==> config.mk <==
export PLATFORM = sky130hd
export DESIGN_NAME = binary_tree_id_search
export DESIGN_NICKNAME = d
export VERILOG_FILES = /design/src/design/bts_pkg.sv /design/src/design/bts_queue.sv /design/src/design/bts_front.sv /design/src/design/bts_back.sv /design/src/design/binary_tree_id_search.sv
export SDC_FILE = /design/constraint.sdc
export NUM_CORES = 1
export LEC_CHECK = 0
export BUFFER_PORTS_ARGS = -buffer_cell sky130_fd_sc_hd__buf_2
export CAP_MARGIN = 20
export CORE_MARGIN = 2
export CORE_UTILIZATION = 63
export DETAILED_ROUTE_END_ITERATION = 6
export HOLD_SLACK_MARGIN = 0.02
export PLACE_DENSITY = 0.84
export SLEW_MARGIN = 25
export SYNTH_ARGS = -nofsm -noshare
export SYNTH_HDL_FRONTEND = slang
export SYNTH_HIERARCHICAL = 1
export SYNTH_SLANG_ARGS = --single-unit
export TNS_END_PERCENT = 100
==> constraint.sdc <==
create_clock -name aclk -period 6 [get_ports aclk]
set_input_delay 0.9 -clock aclk [delete_from_list [all_inputs] [get_ports aclk]]
set_output_delay 0.9 -clock aclk [all_outputs]
set_load 0.02 [all_outputs]
==> src/design/bts_pkg.sv <==
`timescale 1ns / 1ps
package bts_pkg;

    localparam int ID_BYTES_DEF = 8;
    localparam int QUEUE_DEPTH  = 2;

    localparam logic [7:0] ZERO_MARK   = 8'ha5;
    localparam logic [7:0] ONE_MARK    = 8'h5a;
    localparam logic [6:0] NONE_BRANCH = 7'h7f;

    localparam logic [1:0] KIND_RESTART = 2'd0;
    localparam logic [1:0] KIND_BEGIN   = 2'd1;
    localparam logic [1:0] KIND_BIT     = 2'd2;

    typedef enum logic [1:0] {
        OP_RESTART,
        OP_BEGIN,
        OP_BIT
    } op_t;

    typedef enum logic [2:0] {
        ST_BIT_SENT,
        ST_ABORT,
        ST_NO_MORE,
        ST_FOUND,
        ST_PASS_STARTED
    } status_t;

    typedef struct packed {
        op_t  op;
        logic has_zero;
        logic has_one;
    } cmd_t;

endpackage

==> src/design/bts_queue.sv <==
`timescale 1ns / 1ps
module bts_queue #(
    parameter int DEPTH = bts_pkg::QUEUE_DEPTH
) (
    input  logic          aclk,
    input  logic          aresetn,
    input  logic          in_valid,
    input  bts_pkg::cmd_t in_cmd,
    output logic          in_ready,
    output logic          out_valid,
    output bts_pkg::cmd_t out_cmd,
    input  logic          out_pop
);
    import bts_pkg::*;

    localparam int PW = (DEPTH > 1) ? $clog2(DEPTH) : 1;
    localparam int CW = $clog2(DEPTH + 1);

    cmd_t           slot_reg [DEPTH];
    logic [PW-1:0]  wr_ptr_reg, wr_ptr_next;
    logic [PW-1:0]  rd_ptr_reg, rd_ptr_next;
    logic [CW-1:0]  cnt_reg, cnt_next;
    logic           push;

    assign in_ready  = (cnt_reg != CW'(DEPTH));
    assign out_valid = (cnt_reg != '0);
    assign out_cmd   = slot_reg[rd_ptr_reg];
    assign push      = in_valid && in_ready;

    always_comb begin
        wr_ptr_next = wr_ptr_reg;
        rd_ptr_next = rd_ptr_reg;
        cnt_next    = cnt_reg;
        if (push) begin
            wr_ptr_next = (wr_ptr_reg == PW'(DEPTH - 1)) ? '0 : wr_ptr_reg + 1'b1;
        end
        if (out_pop) begin
            rd_ptr_next = (rd_ptr_reg == PW'(DEPTH - 1)) ? '0 : rd_ptr_reg + 1'b1;
        end
        if (push && !out_pop) begin
            cnt_next = cnt_reg + 1'b1;
        end else if (!push && out_pop) begin
            cnt_next = cnt_reg - 1'b1;
        end
    end

    always_ff @(posedge aclk) begin
        if (!aresetn) begin
            wr_ptr_reg <= '0;
            rd_ptr_reg <= '0;
            cnt_reg    <= '0;
        end else begin
            wr_ptr_reg <= wr_ptr_next;
            rd_ptr_reg <= rd_ptr_next;
            cnt_reg    <= cnt_next;
        end
    end

    always_ff @(posedge aclk) begin
        if (push) begin
            slot_reg[wr_ptr_reg] <= in_cmd;
        end
    end

endmodule

==> src/design/bts_front.sv <==
`timescale 1ns / 1ps
module bts_front (
    input  logic          s_valid,
    output logic          s_ready,
    input  logic [1:0]    s_kind,
    input  logic [7:0]    s_zero_reply,
    input  logic [7:0]    s_one_reply,
    output logic          q_push,
    output bts_pkg::cmd_t q_cmd,
    input  logic          q_ready
);
    import bts_pkg::*;

    logic known;

    assign s_ready = q_ready;

    always_comb begin
        known          = 1'b1;
        q_cmd.op       = OP_RESTART;
        q_cmd.has_zero = (s_zero_reply == ZERO_MARK);
        q_cmd.has_one  = (s_one_reply == ONE_MARK);
        case (s_kind)
            KIND_RESTART: begin
                q_cmd.op = OP_RESTART;
            end
            KIND_BEGIN: begin
                q_cmd.op = OP_BEGIN;
            end
            KIND_BIT: begin
                q_cmd.op = OP_BIT;
            end
            default: begin
                known = 1'b0;
            end
        endcase
    end

    // meaningless kinds are taken and dropped
    assign q_push = s_valid && known;

endmodule

==> src/design/bts_back.sv <==
`timescale 1ns / 1ps
module bts_back #(
    parameter int ID_BYTES = bts_pkg::ID_BYTES_DEF
) (
    input  logic          aclk,
    input  logic          aresetn,
    input  logic          q_valid,
    input  bts_pkg::cmd_t q_cmd,
    output logic          q_pop,
    output logic          m_valid,
    input  logic          m_ready,
    output logic [2:0]    m_status,
    output logic [7:0]    m_direction_byte,
    output logic          m_chosen_bit,
    output logic [5:0]    m_bit_position,
    output logic [63:0]   m_found_id,
    output logic          m_enumeration_done
);
    import bts_pkg::*;

    localparam int ID_BITS = ID_BYTES * 8;
    localparam int IDW     = $clog2(ID_BITS);
    localparam logic [5:0] LAST_POS = 6'(ID_BITS - 1);

    logic [ID_BITS-1:0] id_reg, id_next;
    logic [6:0]         new_zb_reg, new_zb_next;
    logic [6:0]         prior_zb_reg, prior_zb_next;
    logic [5:0]         bit_cnt_reg, bit_cnt_next;
    logic               last_found_reg, last_found_next;

    logic               m_valid_reg, m_valid_next;
    status_t            status_reg, status_next;
    logic [7:0]         dir_reg, dir_next;
    logic               chosen_reg, chosen_next;
    logic [5:0]         pos_reg, pos_next;
    logic [63:0]        found_reg, found_next;
    logic               done_reg, done_next;

    logic               out_free;
    logic [5:0]         shift;
    logic               take_one;
    logic               done;

    assign out_free = !m_valid_reg || m_ready;
    assign q_pop    = q_valid && out_free;
    assign shift    = LAST_POS - bit_cnt_reg;

    always_comb begin
        id_next         = id_reg;
        new_zb_next     = new_zb_reg;
        prior_zb_next   = prior_zb_reg;
        bit_cnt_next    = bit_cnt_reg;
        last_found_next = last_found_reg;
        m_valid_next    = m_valid_reg && !m_ready;
        status_next     = status_reg;
        dir_next        = dir_reg;
        chosen_next     = chosen_reg;
        pos_next        = pos_reg;
        found_next      = found_reg;
        done_next       = done_reg;
        take_one        = q_cmd.has_one;
        done            = 1'b0;

        if (q_valid && q_cmd.has_zero && q_cmd.has_one) begin
            if (!prior_zb_reg[6] && bit_cnt_reg == prior_zb_reg[5:0]) begin
                take_one = 1'b1;
            end else if (!prior_zb_reg[6] && bit_cnt_reg < prior_zb_reg[5:0]) begin
                take_one = id_reg[shift[IDW-1:0]];
            end else begin
                take_one = 1'b0;
            end
        end

        if (q_pop) begin
            dir_next    = '0;
            chosen_next = 1'b0;
            pos_next    = '0;
            found_next  = '0;
            done_next   = 1'b0;
            case (q_cmd.op)
                OP_RESTART: begin
                    id_next         = '0;
                    new_zb_next     = NONE_BRANCH;
                    prior_zb_next   = NONE_BRANCH;
                    bit_cnt_next    = '0;
                    last_found_next = 1'b0;
                end
                OP_BEGIN: begin
                    m_valid_next = 1'b1;
                    if (last_found_reg) begin
                        status_next = ST_NO_MORE;
                    end else begin
                        prior_zb_next = new_zb_reg;
                        new_zb_next   = NONE_BRANCH;
                        bit_cnt_next  = '0;
                        status_next   = ST_PASS_STARTED;
                    end
                end
                OP_BIT: begin
                    m_valid_next = 1'b1;
                    if (last_found_reg) begin
                        status_next = ST_NO_MORE;
                    end else if (!q_cmd.has_zero && !q_cmd.has_one) begin
                        status_next  = ST_ABORT;
                        pos_next     = bit_cnt_reg;
                        bit_cnt_next = '0;
                    end else begin
                        if (q_cmd.has_zero && q_cmd.has_one && !take_one) begin
                            new_zb_next = {1'b0, bit_cnt_reg};
                        end
                        id_next[shift[IDW-1:0]] = take_one;
                        dir_next    = take_one ? ONE_MARK : ZERO_MARK;
                        chosen_next = take_one;
                        pos_next    = bit_cnt_reg;
                        if (bit_cnt_reg == LAST_POS) begin
                            done         = new_zb_next[6];
                            status_next  = ST_FOUND;
                            found_next   = 64'(id_next);
                            done_next    = done;
                            bit_cnt_next = '0;
                            if (done) begin
                                last_found_next = 1'b1;
                            end
                        end else begin
                            status_next  = ST_BIT_SENT;
                            bit_cnt_next = bit_cnt_reg + 1'b1;
                        end
                    end
                end
                default: begin
                    m_valid_next = m_valid_reg && !m_ready;
                end
            endcase
        end
    end

    always_ff @(posedge aclk) begin
        if (!aresetn) begin
            id_reg         <= '0;
            new_zb_reg     <= NONE_BRANCH;
            prior_zb_reg   <= NONE_BRANCH;
            bit_cnt_reg    <= '0;
            last_found_reg <= 1'b0;
            m_valid_reg    <= 1'b0;
        end else begin
            id_reg         <= id_next;
            new_zb_reg     <= new_zb_next;
            prior_zb_reg   <= prior_zb_next;
            bit_cnt_reg    <= bit_cnt_next;
            last_found_reg <= last_found_next;
            m_valid_reg    <= m_valid_next;
        end
    end

    always_ff @(posedge aclk) begin
        status_reg <= status_next;
        dir_reg    <= dir_next;
        chosen_reg <= chosen_next;
        pos_reg    <= pos_next;
        found_reg  <= found_next;
        done_reg   <= done_next;
    end

    assign m_valid            = m_valid_reg;
    assign m_status           = status_reg;
    assign m_direction_byte   = dir_reg;
    assign m_chosen_bit       = chosen_reg;
    assign m_bit_position     = pos_reg;
    assign m_found_id         = found_reg;
    assign m_enumeration_done = done_reg;

endmodule

==> src/design/binary_tree_id_search.sv <==
`timescale 1ns / 1ps
// Host-side search for a binary-tree device enumeration, one identifier bit per
// beat. Every command beat (restart, begin pass, bit response) is classified on
// entry and placed in a two-entry queue; the search stage resolves one beat per
// cycle against its identifier and branch registers and writes the answer into
// an output register, so the block sustains one beat per clock while the result
// side keeps up. A beat passes through the queue register and then the output
// register before its result is presented. Restart beats and beats with an
// unused kind code produce no result. The found identifier is reported on
// m_found_id, zero-extended from ID_BYTES*8 bits.
module binary_tree_id_search #(
    parameter int ID_BYTES = bts_pkg::ID_BYTES_DEF
) (
    input  logic        aclk,
    input  logic        aresetn,
    input  logic        s_valid,
    output logic        s_ready,
    input  logic [1:0]  s_kind,
    input  logic [7:0]  s_zero_reply,
    input  logic [7:0]  s_one_reply,
    output logic        m_valid,
    input  logic        m_ready,
    output logic [2:0]  m_status,
    output logic [7:0]  m_direction_byte,
    output logic        m_chosen_bit,
    output logic [5:0]  m_bit_position,
    output logic [63:0] m_found_id,
    output logic        m_enumeration_done
);
    import bts_pkg::*;

    localparam logic [5:0] LAST_POS = 6'(ID_BYTES * 8 - 1);

    logic q_push;
    logic q_ready;
    cmd_t q_in_cmd;
    logic q_valid;
    cmd_t q_cmd;
    logic q_pop;

    bts_front u_front (
        .s_valid      (s_valid),
        .s_ready      (s_ready),
        .s_kind       (s_kind),
        .s_zero_reply (s_zero_reply),
        .s_one_reply  (s_one_reply),
        .q_push       (q_push),
        .q_cmd        (q_in_cmd),
        .q_ready      (q_ready)
    );

    bts_queue #(
        .DEPTH (QUEUE_DEPTH)
    ) u_queue (
        .aclk      (aclk),
        .aresetn   (aresetn),
        .in_valid  (q_push),
        .in_cmd    (q_in_cmd),
        .in_ready  (q_ready),
        .out_valid (q_valid),
        .out_cmd   (q_cmd),
        .out_pop   (q_pop)
    );

    bts_back #(
        .ID_BYTES (ID_BYTES)
    ) u_back (
        .aclk               (aclk),
        .aresetn            (aresetn),
        .q_valid            (q_valid),
        .q_cmd              (q_cmd),
        .q_pop              (q_pop),
        .m_valid            (m_valid),
        .m_ready            (m_ready),
        .m_status           (m_status),
        .m_direction_byte   (m_direction_byte),
        .m_chosen_bit       (m_chosen_bit),
        .m_bit_position     (m_bit_position),
        .m_found_id         (m_found_id),
        .m_enumeration_done (m_enumeration_done)
    );

    a_found_at_last: assert property (@(posedge aclk) disable iff (!aresetn)
        (m_valid && m_status == ST_FOUND) |-> (m_bit_position == LAST_POS))
        else $error("device found reported before last bit position");

    a_id_only_on_found: assert property (@(posedge aclk) disable iff (!aresetn)
        (m_valid && m_status != ST_FOUND) |-> (m_found_id == '0 && !m_enumeration_done))
        else $error("identifier or done flag outside device found beat");

    a_dir_matches_bit: assert property (@(posedge aclk) disable iff (!aresetn)
        (m_valid && (m_status == ST_BIT_SENT || m_status == ST_FOUND)) |->
        (m_direction_byte == (m_chosen_bit ? ONE_MARK : ZERO_MARK)))
        else $error("direction byte disagrees with chosen bit");

    a_pop_needs_entry: assert property (@(posedge aclk) disable iff (!aresetn)
        q_pop |-> q_valid)
        else $error("queue popped while empty");

endmodule
==> flow_metrics.env <==
export IMPL_yosysMostFrequentCell="nor2_1"
export IMPL_cts_root_buffer="clkbuf_16"
export IMPL_wl_per_cell_um=18.7
export IMPL_drc_errors=0
export IMPL_ys_ff_latch=175
export IMPL_final_max_slew_violation_count=0
export IMPL_grtUsageTotal_pct=29.7
export IMPL_drive_gt1_share_pct=20.9
export IMPL_synth_area_leaders="edfxtp_1 29%, dfxtp_1 21%, nor2_1 8.7%, a211oi_1 5.3%, o31ai_2 4.5%"
export IMPL_rows=42
export IMPL_place_gp_congestion=0.847
export IMPL_vias=7336
export IMPL_syn_area_sq_um=8710
export IMPL_max_vdd_ir_drop_uv=223
export IMPL_initial_core_util_pct=65.3
export IMPL_cts_resized=0
export IMPL_setup_tns_ns=0
export IMPL_grt_util_met2_pct=46.3
export IMPL_clockBufferDepth=2
export IMPL_grt_pass1_vias=6589
export IMPL_avgSynthCellArea_sq_um=9.68
export IMPL_cts_buffers=17
export IMPL_cp_cell_sequence="nand3_1 > nor3_1 > nand2_2 > buf_4 > a211oi_1"
export IMPL_drt_pass1_iterations=6
export IMPL_rsz0062_at_grt="no"
export IMPL_drt_iter0_drc=1092
export IMPL_clock_fmax_mhz=258
export IMPL_worstPathArrival_ns=4.11
export IMPL_worstMarginPinSlew_ns=1.04
export IMPL_critPathSlowestCell="nand3_1"
export IMPL_path_class="flop to flop"
export IMPL_p_leak_nw=3.63
export IMPL_top_usage_layer="met2"
export IMPL_antenna_found_initial=0
export IMPL_finalSetupViolations=0
export IMPL_finish_net_count=984
export IMPL_path_max_fanout=42
export IMPL_crit_family="simple AND/OR/NAND/NOR gates"
export IMPL_cts_sinks=175
export IMPL_clk_pin_slew_ns=0.06
export IMPL_status="complete, no violations"
export IMPL_drt_total_wl_um=21300
export IMPL_end_kind="flop"
export IMPL_hold_viol=0
export IMPL_grt_start_max_net_pins=79
export IMPL_period_share_pct=64.7
export IMPL_timing_critical_path_buf_inv=1
export IMPL_skew_ns=0.0128
export IMPL_grt_remaining_overflow=0
export IMPL_vias_per_cell=6.44
export IMPL_diodes=0
export IMPL_synth_top_area_share_pct=29.0
export IMPL_use_met3_pct=6.74
export IMPL_postSynthCellCount=900
export IMPL_maxCapViolCount=0
export IMPL_post_cts_setup_buffers=0
export IMPL_synth_edff_count=84
export IMPL_die_area_sq_um=14800
export IMPL_grt_pass1_wl_um=34100
export IMPL_startpoint_type="flop"
export IMPL_async_flop_share_pct=0
export IMPL_required_ns=6.23
export IMPL_syn_nets=934
export IMPL_cp_slowest_stage_delay_ns=0.81
export IMPL_yosys_warnings=6
export IMPL_fp_coreArea_sq_um=13300
export IMPL_ant_nets=0
export IMPL_clkLatencyLatePin_ns=0.44
export IMPL_ys_flop_type="dfxtp_1"
export IMPL_die_h_um=122
export IMPL_tritoncts="done"
export IMPL_io_pins=107
export IMPL_hpwlAfterDp_um=12700
export IMPL_yosys_area_top_type="edfxtp_1"
export IMPL_synth_common_cells="203 x nor2_1, 91 x dfxtp_1, 84 x edfxtp_1"
export IMPL_postLayoutCoreUtil_pct=73.4
export IMPL_cts_hold_buf=0
export IMPL_min_path_type="flop to flop"
export IMPL_p_per_area_nw_per_um2=405
export IMPL_ys_seq_area_share_pct=49.9
export IMPL_htreeDepth=4
export IMPL_fin_crit_ns=3.88
export IMPL_relSlewSlack_pct=30.9
export IMPL_die_x_um=122
export IMPL_synthToLayoutAreaGrowth_pct=12.4
export IMPL_met1_usage_pct=41.0
export IMPL_io_buffers=106
export IMPL_synth_cell_types=59
[metrics by stage]
| step | instance area [sq um] | hold slack, ns | worst slack [ns] | cells | power, W |
|---|---|---|---|---|---|
| floorplan | 8710 | 0.442 | 2.17 | 900 | 0.00246 |
| global placement | 9140 | 0.456 | 2.12 | 1106 | 0.00277 |
| detailed placement | 9140 | 0.463 | 2.02 | 1106 | 0.00279 |
| CTS | 9770 | 0.477 | 1.97 | 1138 | 0.00396 |
| global route | 9790 | 0.503 | 1.85 | 1139 | 0.00414 |
| finish | 9790 | 0.482 | 2.12 | 1139 | 0.00397 |
[final timing paths]
kind | endpoint | slack (ns) | from | cells past startpoint
setup / recovery | u_back/m_found_id[40] | 2.12 | u_back/bit_cnt_reg[4] | 5
hold / removal | u_back/prior_zb_reg[3] | 0.48 | u_back/prior_zb_reg[3] | 2
setup reg to reg | u_back/m_found_id[40] | 2.12 | u_back/bit_cnt_reg[4] | 5
hold reg to reg | u_back/prior_zb_reg[3] | 0.48 | u_back/prior_zb_reg[3] | 2
[final cells by class]
type / instances / area, sq um
well taps: 176 / 220
fillers: 951 / 3560
flip-flops and latches: 175 / 4350
inverters: 20 / 75.1
clock buffers: 24 / 462
multi-input cells: 619 / 3900
repair buffers: 117 / 626
clock inverters: 8 / 163
[placed cells by master (no fill, tap or decap), types with 4 or more instances in the layout]
master	netlist	final
a211oi_1	62	62
nand4bb_1	4	4
o32a_1	6	6
mux2_2	6	6
nor2_1	203	203
nand2b_1	10	10
clkbuf_16	0	17
nor2b_1	8	8
nor3_1	10	10
buf_2	5	106
or3_1	6	6
o21ai_0	75	75
nand2_1	26	25
and2_1	7	7
o31ai_2	31	31
o31ai_1	33	33
clkbuf_1	55	6
ha_1	12	12
bufinv_16	0	5
o22ai_1	7	7
mux4_2	7	7
a311oi_1	6	6
a21oi_1	24	23
or2_2	3	4
dfxtp_1	91	89
edfxtp_1	84	84
and3_1	5	5
inv_1	20	19
mux2i_1	5	5
nor3b_1	8	8
buf_4	9	10
[logic make-up after synthesis]
logic type / synth area share [%]
AO/OA/AOI/OAI: 22.6
XOR/XNOR: 0.603
adder cells (fa/ha/maj): 1.72
buffers and inverters: 5.63
flip-flops: 49.9
multiplexers: 3.16
AND/OR/NAND/NOR: 16.4
[worst min-delay path, delay by kind of cell, from the launching register on]
| kind | cells | cell delay [ns] |
|---|---|---|
| flops | 1 | 0.33 |
| compound gates | 1 | 0.07 |
| simple gates | 1 | 0.06 |
[where the power goes]
group / internal (W) / switching [W]
Clock: 0.000746 / 0.000434
Combinational: 0.000312 / 0.000868
Sequential: 0.00154 / 0.0000682
[routing by layer]
metal,part of all wire [%],vias to the layer above,wire (um)
met3,9.6,71,2040
met4,2.8,0,591
met2,47,413,9930
li1,-,3397,-
met1,41,3455,8700
met5,0,-,0
Note: power is estimated with default switching activity, not from simulation.
